## src/rtl/xsbs_pkg.sv

```systemverilog
// Shared types and constants for the selected-block XOR scan.
// Used by the front, queue, back and top-level modules; no dependencies.
`timescale 1ns / 1ps

package xsbs_pkg;

    localparam int WORD_W      = 64;
    localparam int VBYTE_W     = 8;
    localparam int POS_W       = 6;   // holds a word index from 0 to 63
    localparam int CFG_IDX_W   = 2;
    localparam int QUEUE_DEPTH = 4;
    localparam int QUEUE_PTR_W = 2;
    localparam int QUEUE_CNT_W = 3;

    localparam logic [CFG_IDX_W-1:0] REG_VECTOR_MODE = 2'd0;
    localparam logic [CFG_IDX_W-1:0] REG_Z_LOW       = 2'd1;
    localparam logic [CFG_IDX_W-1:0] REG_Z_HIGH      = 2'd2;

    typedef struct packed {
        logic              vector_mode;
        logic [WORD_W-1:0] z_low;
        logic [WORD_W-1:0] z_high;
    } xsbs_cfg_t;

    // One classified word on its way to the accumulator
    typedef struct packed {
        logic [WORD_W-1:0] word;    // already zeroed when the block is not selected
        logic [POS_W-1:0]  pos;     // word index within the block
        logic              last;    // final word of the scan
    } xsbs_item_t;

endpackage

```

## src/rtl/xsbs_front.sv

```systemverilog
// Front end: accepts scan words, tracks word/block position, decides block selection.
// Depends on xsbs_pkg.
`timescale 1ns / 1ps

module xsbs_front import xsbs_pkg::*; #(
    parameter int WORDS_PER_BLOCK = 4,
    parameter int BLOCK_BYTES     = 16
) (
    input  logic               aclk,
    input  logic               aresetn,
    input  xsbs_cfg_t          cfg,
    input  logic               in_valid,
    output logic               in_ready,
    input  logic [WORD_W-1:0]  in_word,
    input  logic               in_select,
    input  logic [VBYTE_W-1:0] in_vbyte,
    input  logic               in_last,
    output logic               push,
    output xsbs_item_t         push_item,
    input  logic               queue_full
);

    localparam int WP_W = (WORDS_PER_BLOCK > 1) ? $clog2(WORDS_PER_BLOCK) : 1;
    localparam int BP_W = $clog2(BLOCK_BYTES * 8);

    logic [WP_W-1:0] wp_reg, wp_next;
    logic [BP_W-1:0] bp_reg, bp_next;
    logic            sel_reg, sel_next;

    logic [6:0]         bp_ext;
    logic [127:0]       z_all;
    logic [VBYTE_W-1:0] z_byte;
    logic [VBYTE_W-1:0] vec_bits;
    logic               sel_now;

    assign in_ready = !queue_full;
    assign push     = in_valid && in_ready;

    assign bp_ext   = 7'(bp_reg);
    assign z_all    = {cfg.z_high, cfg.z_low};
    assign z_byte   = z_all[{bp_ext[6:3], 3'b000} +: 8];
    assign vec_bits = (in_select ? z_byte : '0) ^ in_vbyte;

    always_comb begin
        // Sample selection on the first word of a block, hold it for the rest
        if (wp_reg == '0) begin
            sel_now = cfg.vector_mode ? vec_bits[bp_ext[2:0]] : in_select;
        end else begin
            sel_now = sel_reg;
        end

        wp_next  = wp_reg;
        bp_next  = bp_reg;
        sel_next = sel_reg;
        if (push) begin
            sel_next = sel_now;
            if (in_last) begin
                wp_next  = '0;
                bp_next  = '0;
                sel_next = 1'b0;
            end else if (wp_reg == WP_W'(WORDS_PER_BLOCK - 1)) begin
                wp_next = '0;
                if (bp_reg == BP_W'(BLOCK_BYTES * 8 - 1)) begin
                    bp_next = '0;
                end else begin
                    bp_next = bp_reg + 1'b1;
                end
            end else begin
                wp_next = wp_reg + 1'b1;
            end
        end
    end

    assign push_item.word = sel_now ? in_word : '0;
    assign push_item.pos  = POS_W'(wp_reg);
    assign push_item.last = in_last;

    always_ff @(posedge aclk) begin
        if (!aresetn) begin
            wp_reg  <= '0;
            bp_reg  <= '0;
            sel_reg <= 1'b0;
        end else begin
            wp_reg  <= wp_next;
            bp_reg  <= bp_next;
            sel_reg <= sel_next;
        end
    end

endmodule

```

## src/rtl/xsbs_queue.sv

```systemverilog
// Short FIFO of classified words between the front and back ends.
// Depends on xsbs_pkg.
`timescale 1ns / 1ps

module xsbs_queue import xsbs_pkg::*; (
    input  logic       aclk,
    input  logic       aresetn,
    input  logic       push,
    input  xsbs_item_t push_item,
    output logic       full,
    input  logic       pop,
    output logic       pop_valid,
    output xsbs_item_t pop_item
);

    xsbs_item_t             mem [QUEUE_DEPTH];
    logic [QUEUE_PTR_W-1:0] wr_ptr_reg, wr_ptr_next;
    logic [QUEUE_PTR_W-1:0] rd_ptr_reg, rd_ptr_next;
    logic [QUEUE_CNT_W-1:0] cnt_reg, cnt_next;

    assign full      = (cnt_reg == QUEUE_CNT_W'(QUEUE_DEPTH));
    assign pop_valid = (cnt_reg != '0);
    assign pop_item  = mem[rd_ptr_reg];

    always_comb begin
        wr_ptr_next = push ? wr_ptr_reg + 1'b1 : wr_ptr_reg;
        rd_ptr_next = pop  ? rd_ptr_reg + 1'b1 : rd_ptr_reg;
        cnt_next    = cnt_reg;
        if (push && !pop) begin
            cnt_next = cnt_reg + 1'b1;
        end else if (pop && !push) begin
            cnt_next = cnt_reg - 1'b1;
        end
    end

    always_ff @(posedge aclk) begin
        if (push) begin
            mem[wr_ptr_reg] <= push_item;
        end
    end

    always_ff @(posedge aclk) begin
        if (!aresetn) begin
            wr_ptr_reg <= '0;
            rd_ptr_reg <= '0;
            cnt_reg    <= '0;
        end else begin
            wr_ptr_reg <= wr_ptr_next;
            rd_ptr_reg <= rd_ptr_next;
            cnt_reg    <= cnt_next;
        end
    end

endmodule

```

## src/rtl/xsbs_back.sv

```systemverilog
// Back end: XORs classified words into the block accumulator and shifts it out at scan end.
// Depends on xsbs_pkg.
`timescale 1ns / 1ps

module xsbs_back import xsbs_pkg::*; #(
    parameter int WORDS_PER_BLOCK = 4
) (
    input  logic              aclk,
    input  logic              aresetn,
    input  logic              item_valid,
    input  xsbs_item_t        item,
    output logic              pop,
    output logic              out_valid,
    input  logic              out_ready,
    output logic [WORD_W-1:0] out_word,
    output logic              out_last
);

    localparam int WP_W = (WORDS_PER_BLOCK > 1) ? $clog2(WORDS_PER_BLOCK) : 1;

    logic [WORD_W-1:0] acc_reg   [WORDS_PER_BLOCK];
    logic [WORD_W-1:0] acc_next  [WORDS_PER_BLOCK];
    logic [WORD_W-1:0] acc_shift [WORDS_PER_BLOCK];
    logic              emit_reg, emit_next;
    logic [WP_W-1:0]   cnt_reg, cnt_next;
    logic              out_fire;

    assign pop       = item_valid && !emit_reg;
    assign out_valid = emit_reg;
    assign out_word  = acc_reg[0];
    assign out_last  = (cnt_reg == WP_W'(WORDS_PER_BLOCK - 1));
    assign out_fire  = emit_reg && out_ready;

    // Shifting out leaves zeros behind, which clears the accumulator
    always_comb begin
        for (int k = 0; k < WORDS_PER_BLOCK - 1; k++) begin
            acc_shift[k] = acc_reg[k + 1];
        end
        acc_shift[WORDS_PER_BLOCK - 1] = '0;
    end

    always_comb begin
        emit_next = emit_reg;
        cnt_next  = cnt_reg;
        for (int k = 0; k < WORDS_PER_BLOCK; k++) begin
            acc_next[k] = acc_reg[k];
            if (pop && item.pos == POS_W'(k)) begin
                acc_next[k] = acc_reg[k] ^ item.word;
            end else if (out_fire) begin
                acc_next[k] = acc_shift[k];
            end
        end
        if (pop && item.last) begin
            emit_next = 1'b1;
            cnt_next  = '0;
        end else if (out_fire) begin
            if (out_last) begin
                emit_next = 1'b0;
                cnt_next  = '0;
            end else begin
                cnt_next = cnt_reg + 1'b1;
            end
        end
    end

    always_ff @(posedge aclk) begin
        if (!aresetn) begin
            emit_reg <= 1'b0;
            cnt_reg  <= '0;
            for (int k = 0; k < WORDS_PER_BLOCK; k++) begin
                acc_reg[k] <= '0;
            end
        end else begin
            emit_reg <= emit_next;
            cnt_reg  <= cnt_next;
            for (int k = 0; k < WORDS_PER_BLOCK; k++) begin
                acc_reg[k] <= acc_next[k];
            end
        end
    end

endmodule

```

## src/rtl/xor_selected_block_scan.sv

```systemverilog
// Top level of the selected-block XOR scan: configuration registers and the
// front / queue / back pipeline. Depends on xsbs_pkg, xsbs_front, xsbs_queue, xsbs_back.
`timescale 1ns / 1ps

// Usage
//   s_axis carries the scan, one memory word per handshake, in block order.
//   Each group of WORDS_PER_BLOCK words forms a block; the tuser flag of a
//   block's first word (plus the blockvector byte in vector mode) decides
//   whether the block is XORed into the accumulator. tlast marks the final
//   word of the whole scan.
//   m_axis then delivers the accumulated block, WORDS_PER_BLOCK words with
//   tlast on the last one; the accumulator and position counters start over.
// Timing
//   A word enters the queue at its accepting edge and is folded into the
//   accumulator from the queue head; the end-of-scan word also sets the emit
//   register, which drives m_axis_tvalid. The block drains at one word per
//   cycle while m_axis_tready is high, and meanwhile the four-entry queue
//   takes words of the next scan until it fills, which stalls s_axis.
//   Within a scan s_axis can take a new word while older words still queue.
// Reset and stalls
//   aresetn (synchronous, active low) clears configuration, counters, queue
//   and accumulator. When m_axis_tready is low the current result word holds;
//   once the queue is full s_axis_tready drops until the back end drains.
//   Write configuration only while the block is idle.

module xor_selected_block_scan import xsbs_pkg::*; #(
    parameter int WORDS_PER_BLOCK = 4,
    parameter int BLOCK_BYTES     = 16
) (
    input  logic                 aclk,
    input  logic                 aresetn,
    // configuration write port
    input  logic                 cfg_wr_en,
    input  logic [CFG_IDX_W-1:0] cfg_index,
    input  logic [WORD_W-1:0]    cfg_data,
    // scan input
    input  logic                 s_axis_tvalid,
    output logic                 s_axis_tready,
    input  logic [71:0]          s_axis_tdata,   // [63:0] rom_word, [71:64] vector_byte
    input  logic                 s_axis_tuser,   // [0] select_bit
    input  logic                 s_axis_tlast,   // end_of_scan
    // result output
    output logic                 m_axis_tvalid,
    input  logic                 m_axis_tready,
    output logic [63:0]          m_axis_tdata,   // [63:0] result_word
    output logic                 m_axis_tlast    // result_last
);

    xsbs_cfg_t  cfg_reg, cfg_next;
    logic       push;
    xsbs_item_t push_item;
    logic       queue_full;
    logic       pop;
    logic       pop_valid;
    xsbs_item_t pop_item;

    // Register writes; an unknown index is dropped
    always_comb begin
        cfg_next = cfg_reg;
        if (cfg_wr_en) begin
            unique case (cfg_index)
                REG_VECTOR_MODE: cfg_next.vector_mode = cfg_data[0];
                REG_Z_LOW:       cfg_next.z_low       = cfg_data;
                REG_Z_HIGH:      cfg_next.z_high      = cfg_data;
                default:         cfg_next             = cfg_reg;
            endcase
        end
    end

    always_ff @(posedge aclk) begin
        if (!aresetn) begin
            cfg_reg <= '0;
        end else begin
            cfg_reg <= cfg_next;
        end
    end

    // Front: classify each word as it arrives
    xsbs_front #(
        .WORDS_PER_BLOCK (WORDS_PER_BLOCK),
        .BLOCK_BYTES     (BLOCK_BYTES)
    ) u_front (
        .aclk       (aclk),
        .aresetn    (aresetn),
        .cfg        (cfg_reg),
        .in_valid   (s_axis_tvalid),
        .in_ready   (s_axis_tready),
        .in_word    (s_axis_tdata[63:0]),
        .in_select  (s_axis_tuser),
        .in_vbyte   (s_axis_tdata[71:64]),
        .in_last    (s_axis_tlast),
        .push       (push),
        .push_item  (push_item),
        .queue_full (queue_full)
    );

    // Queue: decouple intake from accumulation and drain
    xsbs_queue u_queue (
        .aclk      (aclk),
        .aresetn   (aresetn),
        .push      (push),
        .push_item (push_item),
        .full      (queue_full),
        .pop       (pop),
        .pop_valid (pop_valid),
        .pop_item  (pop_item)
    );

    // Back: accumulate and emit the block at scan end
    xsbs_back #(
        .WORDS_PER_BLOCK (WORDS_PER_BLOCK)
    ) u_back (
        .aclk       (aclk),
        .aresetn    (aresetn),
        .item_valid (pop_valid),
        .item       (pop_item),
        .pop        (pop),
        .out_valid  (m_axis_tvalid),
        .out_ready  (m_axis_tready),
        .out_word   (m_axis_tdata),
        .out_last   (m_axis_tlast)
    );

endmodule
```

## config.mk

```make
export PLATFORM = sky130hd
export DESIGN_NAME = xor_selected_block_scan
export DESIGN_NICKNAME = d
export VERILOG_FILES = /design/src/rtl/xsbs_pkg.sv /design/src/rtl/xsbs_front.sv /design/src/rtl/xsbs_queue.sv /design/src/rtl/xsbs_back.sv /design/src/rtl/xor_selected_block_scan.sv
export SDC_FILE = /design/constraint.sdc
export NUM_CORES = 1
export LEC_CHECK = 0
export BUFFER_PORTS_ARGS = -buffer_cell sky130_fd_sc_hd__buf_2
export CORE_UTILIZATION = 55
export DETAILED_ROUTE_END_ITERATION = 6
export PLACE_DENSITY = 0.79
export SYNTH_ARGS = -nofsm -noshare
export SYNTH_HDL_FRONTEND = slang
export SYNTH_HIERARCHICAL = 1
export SYNTH_SLANG_ARGS = --single-unit
export TNS_END_PERCENT = 10
```

## constraint.sdc

```tcl
create_clock -name aclk -period 3.7 [get_ports aclk]
set_input_delay 0.555 -clock aclk [delete_from_list [all_inputs] [get_ports aclk]]
set_output_delay 0.555 -clock aclk [all_outputs]
set_load 0.02 [all_outputs]
```

### Word level (Yosys, flattened, before mapping)

Memories as Yosys holds them, arrays and structs flattened. A register that Yosys moved wholly into a read port is not among the register bits.
Cells that the tools add are included.

| storage, ports and cells | value |
|---|---|
| bits in registers | 149 |
| RAM bits | 524 |
| word-level logic and storage cells | 105 |
| memories | 2 |

| cells by class | value |
|---|---|
| add/subtract/negate cells | 7 |
| magnitude comparators | 1 |
| equal/unequal tests | 9 |
| shift-type cells | 1 |
| muxes and demuxes | 36 |
| bitwise operators | 10 |
| reductions and logical operators | 28 |

Memory list:

| name | depth | bits a word | read ports | clocked after memory_dff | wr ports | RTL line | RTL |
|---|---|---|---|---|---|---|---|
| u_queue.mem | 4 | 67 | 1 | 1 | 1 | xsbs_queue.sv:16 | `xsbs_item_t mem [QUEUE_DEPTH];` |
| u_back.acc_reg | 4 | 64 | 4 | 0 | 4 | xsbs_back.sv:21 | `logic [WORD_W-1:0] acc_reg [WORDS_PER_BLOCK];` |

Operators with widths:

| cell | count |
|---|---|
| $mux 64 | 13 |
| $xor 64x64->64 | 4 |
| $shiftx 128x8->8 | 1 |
| $mux 7 | 3 |
| $eq 6x2->1 const B | 2 |
| $mux 1 | 11 |
| $logic_and 1x1->1 | 10 |
| $mux 2 | 5 |
| $reduce_and 2->1 | 5 |
| $add 2x1->2 const B | 4 |
| $mux 8 | 1 |
| $reduce_bool 2->1 | 4 |
| $xor 8x8->8 | 1 |
| $add 7x1->7 const B | 1 |
| $eq 7x7->1 const B | 1 |
| $eq 2x2->1 const B | 3 |
| $eq 6x1->1 const B | 1 |
| $logic_not 6->1 | 1 |
| $mux 3 | 2 |
| $logic_not 1->1 | 4 |
| $logic_not 2->1 | 2 |
| $lt 3x4->1 const B | 1 |
| $or 1x1->1 | 4 |
| $add 3x1->3 const B | 1 |
| other kinds (7) | 7 |

### Depth between registers and ports, before layout

Gate-level depths: netlist of run 1.

| depth | value |
|---|---|
| depth in word-level cells | 8 |
| depth in mapped cells | 13 |
| mapped depth without buffers | 9 |

### Cells and area by module

The synthesis of run 1 kept the hierarchy.

By module, submodules not included:

| module | times used | cells each | area each (µm²) | sequential area each (µm²) |
|---|---|---|---|---|
| xsbs_back | 1 | 1872 | 15453.6 | 5185.0 |
| xsbs_queue | 1 | 414 | 10767.8 | 8708.4 |
| xor_selected_block_scan | 1 | 489 | 4931.0 | 2582.5 |
| xsbs_front | 1 | 381 | 2409.8 | 200.2 |

### Worst setup path after synthesis of run 1

OpenSTA, ideal clock, no wires.

| path | value |
|---|---|
| kind | input to register |
| start | input port s_axis_tvalid |
| end | memory u_queue/mem[0][0] (netlist bit), enable pin |
| setup time | 0.437 ns |
| arrival | 2.791 ns |
| setup slack | 0.473 ns |
| stages | 3 |
| buffers on the path | 1 |
| cell sequence | nor2b_1 clkbuf_1 and2_1 |

| on the way | value |
|---|---|
| word-level cells in the longest chain between the ends | 3 |

Ends and longest elaborated chain:

| what | RTL line | RTL |
|---|---|---|
| start: declaration | xor_selected_block_scan.sv:37 | `input logic s_axis_tvalid,` |
| $logic_and 1x1->1 | xsbs_front.sv:37 | `assign push = in_valid && in_ready;` |
| via push | xor_selected_block_scan.sv:50 | `logic push;` |
| $mux 1 | xsbs_queue.sv:37 | `if (push) begin` |
| $mux 1 (implied by the code) | xsbs_queue.sv:38 | `mem[wr_ptr_reg] <= push_item;` |
| end: declaration | xsbs_queue.sv:16 |  |

The timed path passes the listed nets, and every way through them passes these cells.

### Worst setup path after layout of run 1

| path | value |
|---|---|
| start | register u_front.bp_reg[4], in the netlist u_front/bp_ext[4] |
| end | memory u_queue/mem[1][33] (netlist bit) (data pin) |

| on the way | value |
|---|---|
| word-level cells in the longest chain between the ends | 8 |

Ends and longest elaborated chain:

| what | RTL line | RTL |
|---|---|---|
| start: declaration | xsbs_front.sv:27 | `logic [BP_W-1:0] bp_reg, bp_next;` |
| start signal: assignment | xsbs_front.sv:85 | `bp_reg <= bp_next;` |
| $shiftx 128x8->8 | xsbs_front.sv:41 | `assign z_byte = z_all[{bp_ext[6:3], 3'b000} +: 8];` |
| $mux 8 | xsbs_front.sv:42 | `assign vec_bits = (in_select ? z_byte : '0) ^ in_vbyte;` |
| $xor 8x8->8 | xsbs_front.sv:42 |  |
| $bmux 1 s3 | xsbs_front.sv:47 | `sel_now = cfg.vector_mode ? vec_bits[bp_ext[2:0]] : in_select;` |
| $mux 1 (implied by the code) | xsbs_front.sv:47 |  |
| $mux 1 | xsbs_front.sv:47 |  |
| $mux 1 | xsbs_front.sv:46 | `if (wp_reg == '0) begin` |
| $mux 64 | xsbs_front.sv:74 | `assign push_item.word = sel_now ? in_word : '0;` |

Every way passes these cells. The select of a mux whose other input is x is not followed.

==> metrics.log, run 1 <==
INFO  metric largest_register_ffs = 284
INFO  metric grt_usage = around 28%
INFO  metric synth-seq-cells = 691
INFO  metric cell_internal_pwr = 14.1 mW
INFO  metric top_level_ports = between 200 and 250
INFO  metric routedWlPerCell = about 22 um
INFO  metric layout_nets = around 3,300
INFO  metric htree_levels = 3
INFO  metric number_of_setup_buffers_added_after_cts = 0
INFO  metric post_layout_nonfiller_instances = 4,001
INFO  metric postRouteAntennaNets = 0
INFO  metric ys_top_cells_by_area = sky130_fd_sc_hd__edfxtp_1 (25%), sky130_fd_sc_hd__dfxtp_1 (24%), sky130_fd_sc_hd__mux2i_1 (5.8%), sky130_fd_sc_hd__a41oi_1 (5.1%), sky130_fd_sc_hd__mux4_2 (4.7%)
INFO  metric buffer_ports.inserted = between 200 and 250
INFO  metric cts-buffers-inserted = 72
INFO  metric drive_above_1_share = 14.1%
INFO  metric die_w = 249 um
INFO  metric power_frac_comb = roughly a quarter
INFO  metric clock_path_buffers = 3
INFO  metric syn-cell-area = approximately 34,000 um^2
INFO  metric cts_tree = built
INFO  metric critPathTopFamily = simple AND/OR/NAND/NOR gates
INFO  metric synthMostInstantiatedCell = sky130_fd_sc_hd__dfxtp_1
INFO  metric vdd_drop_max = 526 uV
INFO  metric vias_per_cell = ~6.8
INFO  metric final-max-slew-violation-count = 0
INFO  metric die_area = between 60,000 and 70,000 um^2
INFO  metric power_switching_share = between 30% and 40%
INFO  metric run_status = completed
INFO  metric synth-warning-count = 6
INFO  metric critical_path_arrival = approximately 3800 ps
INFO  metric maximum_number_of_pins_on_one_net_before_global_route_repair = between 200 and 300
INFO  metric cts_hold_buf = 0
INFO  metric yosys.cell_types.count = 54
INFO  metric initial_core_utilization = 55.6%
INFO  metric syn_to_final_growth = 9.98%
INFO  metric static-leakage-power = roughly 13 nW
INFO  metric place_inst = a little under 4,000
INFO  metric rsz0062_at_grt = no
INFO  metric worstHoldPathType = input pin to flop
INFO  metric criticalPathCategory = flop to flop
INFO  metric cp_cell_sequence = nor2b_1, a22oi_1, nand3_1, a21oi_1, o21ai_0, a41oi_1, nor4b_2, buf_12, nor2_1
INFO  metric power_frac_seq = between 40% and 50%
INFO  metric synthesis.area_per_instance = about 11 um^2
INFO  metric drt_iter0_markers = around 3,000
INFO  metric synth_top_cell_by_area = sky130_fd_sc_hd__edfxtp_1
INFO  metric reg2reg_slack = 190 ps
INFO  metric worst_setup_sp_type = flop
INFO  metric timing.critical_path.slowest_cell_delay = just over 900 ps
INFO  metric timing.fmax = 285 MHz
INFO  metric setup-violations-final = 0
INFO  metric synth.top_cells.by_count = sky130_fd_sc_hd__dfxtp_1 (407), sky130_fd_sc_hd__nand2_1 (341), sky130_fd_sc_hd__edfxtp_1 (284)
INFO  metric power_density = ~600 nW/um^2
INFO  metric total_iterations_of_the_first_detailed_routing_run = 5
INFO  metric power.net_switching = ~7.6 mW
INFO  metric grt_overflow = 0
INFO  metric slew_headroom = 17.5%
INFO  metric finalHoldViolCount = 0
INFO  metric root_buf_cell = sky130_fd_sc_hd__clkbuf_16
INFO  metric clock_power_share = about a third
INFO  metric fin_setup_tns = 0 ps
INFO  metric synth-edff-count = ~280
INFO  metric grt_pass1_vias = 25,467
INFO  metric floorplan.die.height = about 250 um
INFO  metric path_clk_slew = around 60 ps
INFO  metric synth-seq-area-share = approximately half
INFO  metric min_period_over_period = a little over nine tenths
INFO  metric cts.sink_count = approximately 690
INFO  metric clock_latency = 620 ps
INFO  metric fin_worst_skew = between 20 and 25 ps
INFO  metric detailroute.via_count = around 27,000
INFO  metric grt_antenna_before_repair = 3
INFO  metric worstSetupEndpointType = flop
INFO  metric critPathMaxFanout = 64
INFO  metric site_rows = 90
INFO  metric synth_async_sr_flop_share = 0%
INFO  metric ys.flop_type = sky130_fd_sc_hd__dfxtp_1
INFO  metric wirelength = 88,200 um
INFO  metric core_box_area = 60,400 um^2
INFO  metric min_period = around 3500 ps
INFO  metric wire_length_of_the_first_global_routing_pass = ~140,000 um
INFO  metric place.detailed.hpwl = around 52,000 um
INFO  metric maxCapViolCount = 0
INFO  metric globalplace.congestion = around 0.9
INFO  metric synth_cells = about 3,200
INFO  metric timing.critical_path.required = 4030 ps
INFO  metric drt_drc_violations_left = 0
INFO  metric max_slew.worst_pin.slew = about 1200 ps
INFO  metric post_cts_resized = 0
INFO  metric crit_slowest_cell = sky130_fd_sc_hd__nor2b_1
INFO  metric critical_path.n_buffers_inverters = 1
INFO  metric synth_top_cell_area_share = between 20% and 30%
power by group through the flow:
stage                     clock, mW  sequential [mW]  combinational, mW
after global placement            0             8.99               5.33
after detailed placement          0             9.05               5.56
after floorplan                   0             8.93               3.94
after CTS                      7.14             8.89               5.60
after global routing           7.44             8.94               6.08
final                          7.06             8.89               5.71
metrics by stage:
stage	hold WS, ps	cell area [um^2]	util [%]	setup WS [ps]	power (mW)
after floorplan	434	33600	-	473	12.9
after global placement	442	34600	57.4	543	14.3
after detailed placement	448	34600	57.4	351	14.6
after CTS	179	36900	61.1	313	21.6
after global routing	207	36900	61.1	43.7	22.5
final	204	36900	61.2	192	21.7
placed cells by master (no fill, tap or decap), types with 72 or more instances in the layout:
master                      instances
sky130_fd_sc_hd__dfxtp_1          403
sky130_fd_sc_hd__nand2_1          340
sky130_fd_sc_hd__edfxtp_1         284
sky130_fd_sc_hd__buf_2            209
sky130_fd_sc_hd__and3_1           200
sky130_fd_sc_hd__mux2i_1          196
sky130_fd_sc_hd__a41oi_1          194
sky130_fd_sc_hd__a31oi_1          193
sky130_fd_sc_hd__or4_1            192
sky130_fd_sc_hd__o211ai_1         192
sky130_fd_sc_hd__nor2b_1          136
sky130_fd_sc_hd__nor2_1            74
sky130_fd_sc_hd__inv_1             73
sky130_fd_sc_hd__clkbuf_16         72
worst register-to-register path, cell delays in order (launching register included):
cell and delay (ps):
sky130_fd_sc_hd__dfxtp_1 420, sky130_fd_sc_hd__nor2b_1 920, sky130_fd_sc_hd__a22oi_1 250, sky130_fd_sc_hd__nand3_1 170, sky130_fd_sc_hd__a21oi_1 70, sky130_fd_sc_hd__o21ai_0 220, sky130_fd_sc_hd__a41oi_1 210, sky130_fd_sc_hd__nor4b_2 370
sky130_fd_sc_hd__buf_12 340, sky130_fd_sc_hd__nor2_1 260
cells by family (layout without fill, tap and decap cells):
family / count (synthesis) / in the layout / share of synthesized area [%]
flops: 691 / 691 / 49.7
simple gates: 1003 / 1003 / 16.4
buf+inv: 407 / 465 / 5.93
fa+ha+maj: 10 / 10 / 0.395
xor+xnor: 11 / 11 / 0.287
other cells: 1 / 6 / 0.0112
compound gates: 766 / 766 / 16.7
mux: 267 / 267 / 10.6
final cells by class:
cell class	count	area (um^2)
Clock inverter	35	318
Multi-Input combinational cell	2061	15000
Timing Repair Buffer	258	1670
Antenna cell	2	5.00
Fill cell	4675	23400
Inverter	74	283
Clock buffer	98	1960
Sequential cell	691	16700
Tap cell	782	978
path summary, 6_finish.rpt:
kind | startpoint | end | cells after the start
hold / removal | cfg_data[26] | cfg_reg[26] | 3
hold reg to reg | cfg_reg[80] | cfg_reg[80] | 2
setup reg to reg | u_front/bp_ext[4] | u_queue/mem[1][33] | 9
setup / recovery | u_front/bp_ext[4] | u_queue/mem[1][33] | 9
routing by layer:
| metal | GRT usage, % | wire, um |
|---|---|---|
| met5 | 0 | 25 |
| met4 | 9.51 | 2290 |
| met1 | 38.8 | 38000 |
| met2 | 43.5 | 41000 |
| met3 | 4.16 | 6880 |
Note: power is estimated with default switching activity, not from simulation.
==> inputs of run 2 (changes only) <==
- PLACE_DENSITY: 0.79 -> 0.82
- clock period: 3.7 -> 3.2 ns (I/O delays scaled with it)
==> metrics.log, run 2 (synthesis results as in run 1) <==
INFO  metric run_status = completed
INFO  metric n_fill_cell = 4,687
INFO  metric die_area = approximately 62,000 um^2
INFO  metric floorplan.die.height = roughly 250 um
INFO  metric layout_nets = between 3,000 and 4,000
INFO  metric worstHoldPathType = input pin to flop
INFO  metric maxCapViolCount = 0
INFO  metric critical_path.startpoint = u_front/bp_ext[3]
INFO  metric critical_path.n_buffers_inverters = 2
INFO  metric routedWlPerCell = approximately 21 um
INFO  metric grt_antenna_before_repair = 6
INFO  metric buffer_ports.inserted = between 200 and 250
INFO  metric rsz0062_at_grt = no
INFO  metric core_box_area = 60,400 um^2
INFO  metric setup-violations-final = 0
INFO  metric min_period_over_period = between 90% and 100%
INFO  metric detailedPlace.worstSlack = about 47 ps
INFO  metric cp_cell_sequence = buf_4, mux2i_1, a22oi_1, nand3_1, nand3_1, nand3b_1, a41oi_1, nor4b_2, buf_12, nor2_1
INFO  metric cts.sink_count = between 600 and 700
INFO  metric maximum_number_of_pins_on_one_net_before_global_route_repair = about 140
INFO  metric finalHoldViolCount = 0
INFO  metric final_common_cell = sky130_fd_sc_hd__dfxtp_1
INFO  metric largest_register_ffs = about 280
INFO  metric top_level_ports = 212
INFO  metric min_period = between 3000 and 4000 ps
INFO  metric vdd_drop_max = 460 uV
INFO  metric static-leakage-power = approximately 13 nW
INFO  metric final-max-slew-violation-count = 0
INFO  metric detailroute.via_count = between 20,000 and 30,000
INFO  metric grt_pass1_vias = roughly 24,000
INFO  metric wirelength = between 80,000 and 90,000 um
INFO  metric place_inst = roughly 3,900
INFO  metric clock_latency = a little over 600 ps
INFO  metric critPathTopFamily = simple AND/OR/NAND/NOR gates
INFO  metric crit_slowest_cell = sky130_fd_sc_hd__dfxtp_4
INFO  metric fin_worst_skew = about 19 ps
INFO  metric vias_per_cell = between 6 and 7
INFO  metric path_clk_slew = roughly 60 ps
INFO  metric postRouteAntennaNets = 0
INFO  metric place.detailed.hpwl = between 50,000 and 60,000 um
INFO  metric grt_usage = between 20% and 30%
INFO  metric cts_tree = built
INFO  metric cts_hold_buf = 0
INFO  metric fin_setup_tns = 0 ps
INFO  metric drt_iter0_markers = 2,836
INFO  metric syn_to_final_growth = 10.8%
INFO  metric reg2reg_from = u_front/bp_ext[3]
INFO  metric drive_above_1_share = between 10 and 15%
INFO  metric power_density = between 600 and 700 nW/um^2
INFO  metric cts-buffers-inserted = 71
INFO  metric worstSetupEndpointType = flop
INFO  metric initial_core_utilization = 55.6%
INFO  metric worst_setup_sp_type = flop
INFO  metric drt_drc_violations_left = 0
INFO  metric post_layout_nonfiller_instances = between 4,000 and 5,000
INFO  metric criticalPathCategory = flop to flop
INFO  metric globalplace.congestion = between 0.8 and 0.9
INFO  metric critical_path_arrival = 3390 ps
INFO  metric timing.critical_path.required = roughly 3500 ps
INFO  metric critPathMostFrequentCell = sky130_fd_sc_hd__nand3_1
INFO  metric total_iterations_of_the_first_detailed_routing_run = 7
INFO  metric critPathMaxFanout = 64
INFO  metric site_rows = 90
INFO  metric setup_slack = 137 ps
INFO  metric root_buf_cell = sky130_fd_sc_hd__clkbuf_16
INFO  metric die_w = roughly 250 um
INFO  metric wire_length_of_the_first_global_routing_pass = around 140,000 um
INFO  metric max_slew.worst_pin.slew = between 1000 and 1500 ps
INFO  metric htree_levels = 3
INFO  metric timing.fmax = around 330 MHz
INFO  metric worstHoldStart = cfg_data[33]
INFO  metric highest_count_cells_in_the_layout_ignoring_fill_and_taps = sky130_fd_sc_hd__dfxtp_1 (403), sky130_fd_sc_hd__nand2_1 (340), sky130_fd_sc_hd__edfxtp_1 (284)
INFO  metric clock_path_buffers = 3
INFO  metric grt_overflow = 0
INFO  metric timing.critical_path.slowest_cell_delay = about 560 ps
INFO  metric slew_headroom = between 20% and 30%
## run 2: cell types whose count changed in the layout (fill, tap and decap cells not counted), sizes merged
cell / previous run / this run
bufinv: 3 / 6
clkinv: 25 / 21
inv: 77 / 79
diode: 2 / 1
clkinvlp: 4 / 7
buf: 258 / 275
clkbuf: 98 / 92
## run 2: timing repair
action | 4_1_cts | 5_1_grt
setup endpoints to repair | 2 | 0
gates resized for setup | 2 | 0
setup buffers | 0 | 0
## run 2: worst reg2reg max path, stage by stage, from the launching register on
cell and delay [ps]:
sky130_fd_sc_hd__dfxtp_4 560, sky130_fd_sc_hd__buf_4 280, sky130_fd_sc_hd__mux2i_1 350, sky130_fd_sc_hd__a22oi_1 140, sky130_fd_sc_hd__nand3_1 140, sky130_fd_sc_hd__nand3_1 90
sky130_fd_sc_hd__nand3b_1 90, sky130_fd_sc_hd__a41oi_1 180, sky130_fd_sc_hd__nor4b_2 360, sky130_fd_sc_hd__buf_12 350, sky130_fd_sc_hd__nor2_1 240
## run 2: cell type report
type                            instances  area [um^2]  area share, %
Sequential cell                       691        16700           44.9
Multi-Input combinational cell       2061        15000           40.4
Clock buffer                           92         1970           5.29
Timing Repair Buffer                  275         1820           4.91
Tap cell                              782          978           2.63
Clock inverter                         39          413           1.11
Inverter                               74          283          0.761
Antenna cell                            1         2.50        0.00673
## run 2: power by group
part           switching [mW]  internal, mW  total (mW)
Combinational            4.76          1.83        6.59
Clock                    3.55          4.87        8.43
Sequential              0.329          9.93        10.3
Total                    8.64          16.6        25.3
## run 2: through the flow
step	hold slack, ps	util, %	total power [mW]	cell area [um^2]
floorplan	434	-	14.9	33600
global route	138	61.6	26.2	37200
detailed placement	447	57.6	16.9	34800
global placement	442	57.6	16.7	34800
CTS	103	61.6	25.3	37200
finish	127	61.6	25.3	37200
## run 2: final timing paths
| check | slack [ps] | cells after the start | endpoint |
|---|---|---|---|
| worst max-delay path | 140 | 10 | u_queue/mem[1][25] |
| worst min-delay path | 130 | 3 | cfg_reg[33] |
| worst max register to register | 140 | 10 | u_queue/mem[1][25] |
| worst min register to register | 460 | 2 | cfg_reg[125] |
## run 2: per-layer routing
layer	track usage [%]	wire, um
met1	37.9	37400
met2	42.9	40500
met3	4.39	6230
met4	7.48	1620
met5	0	61
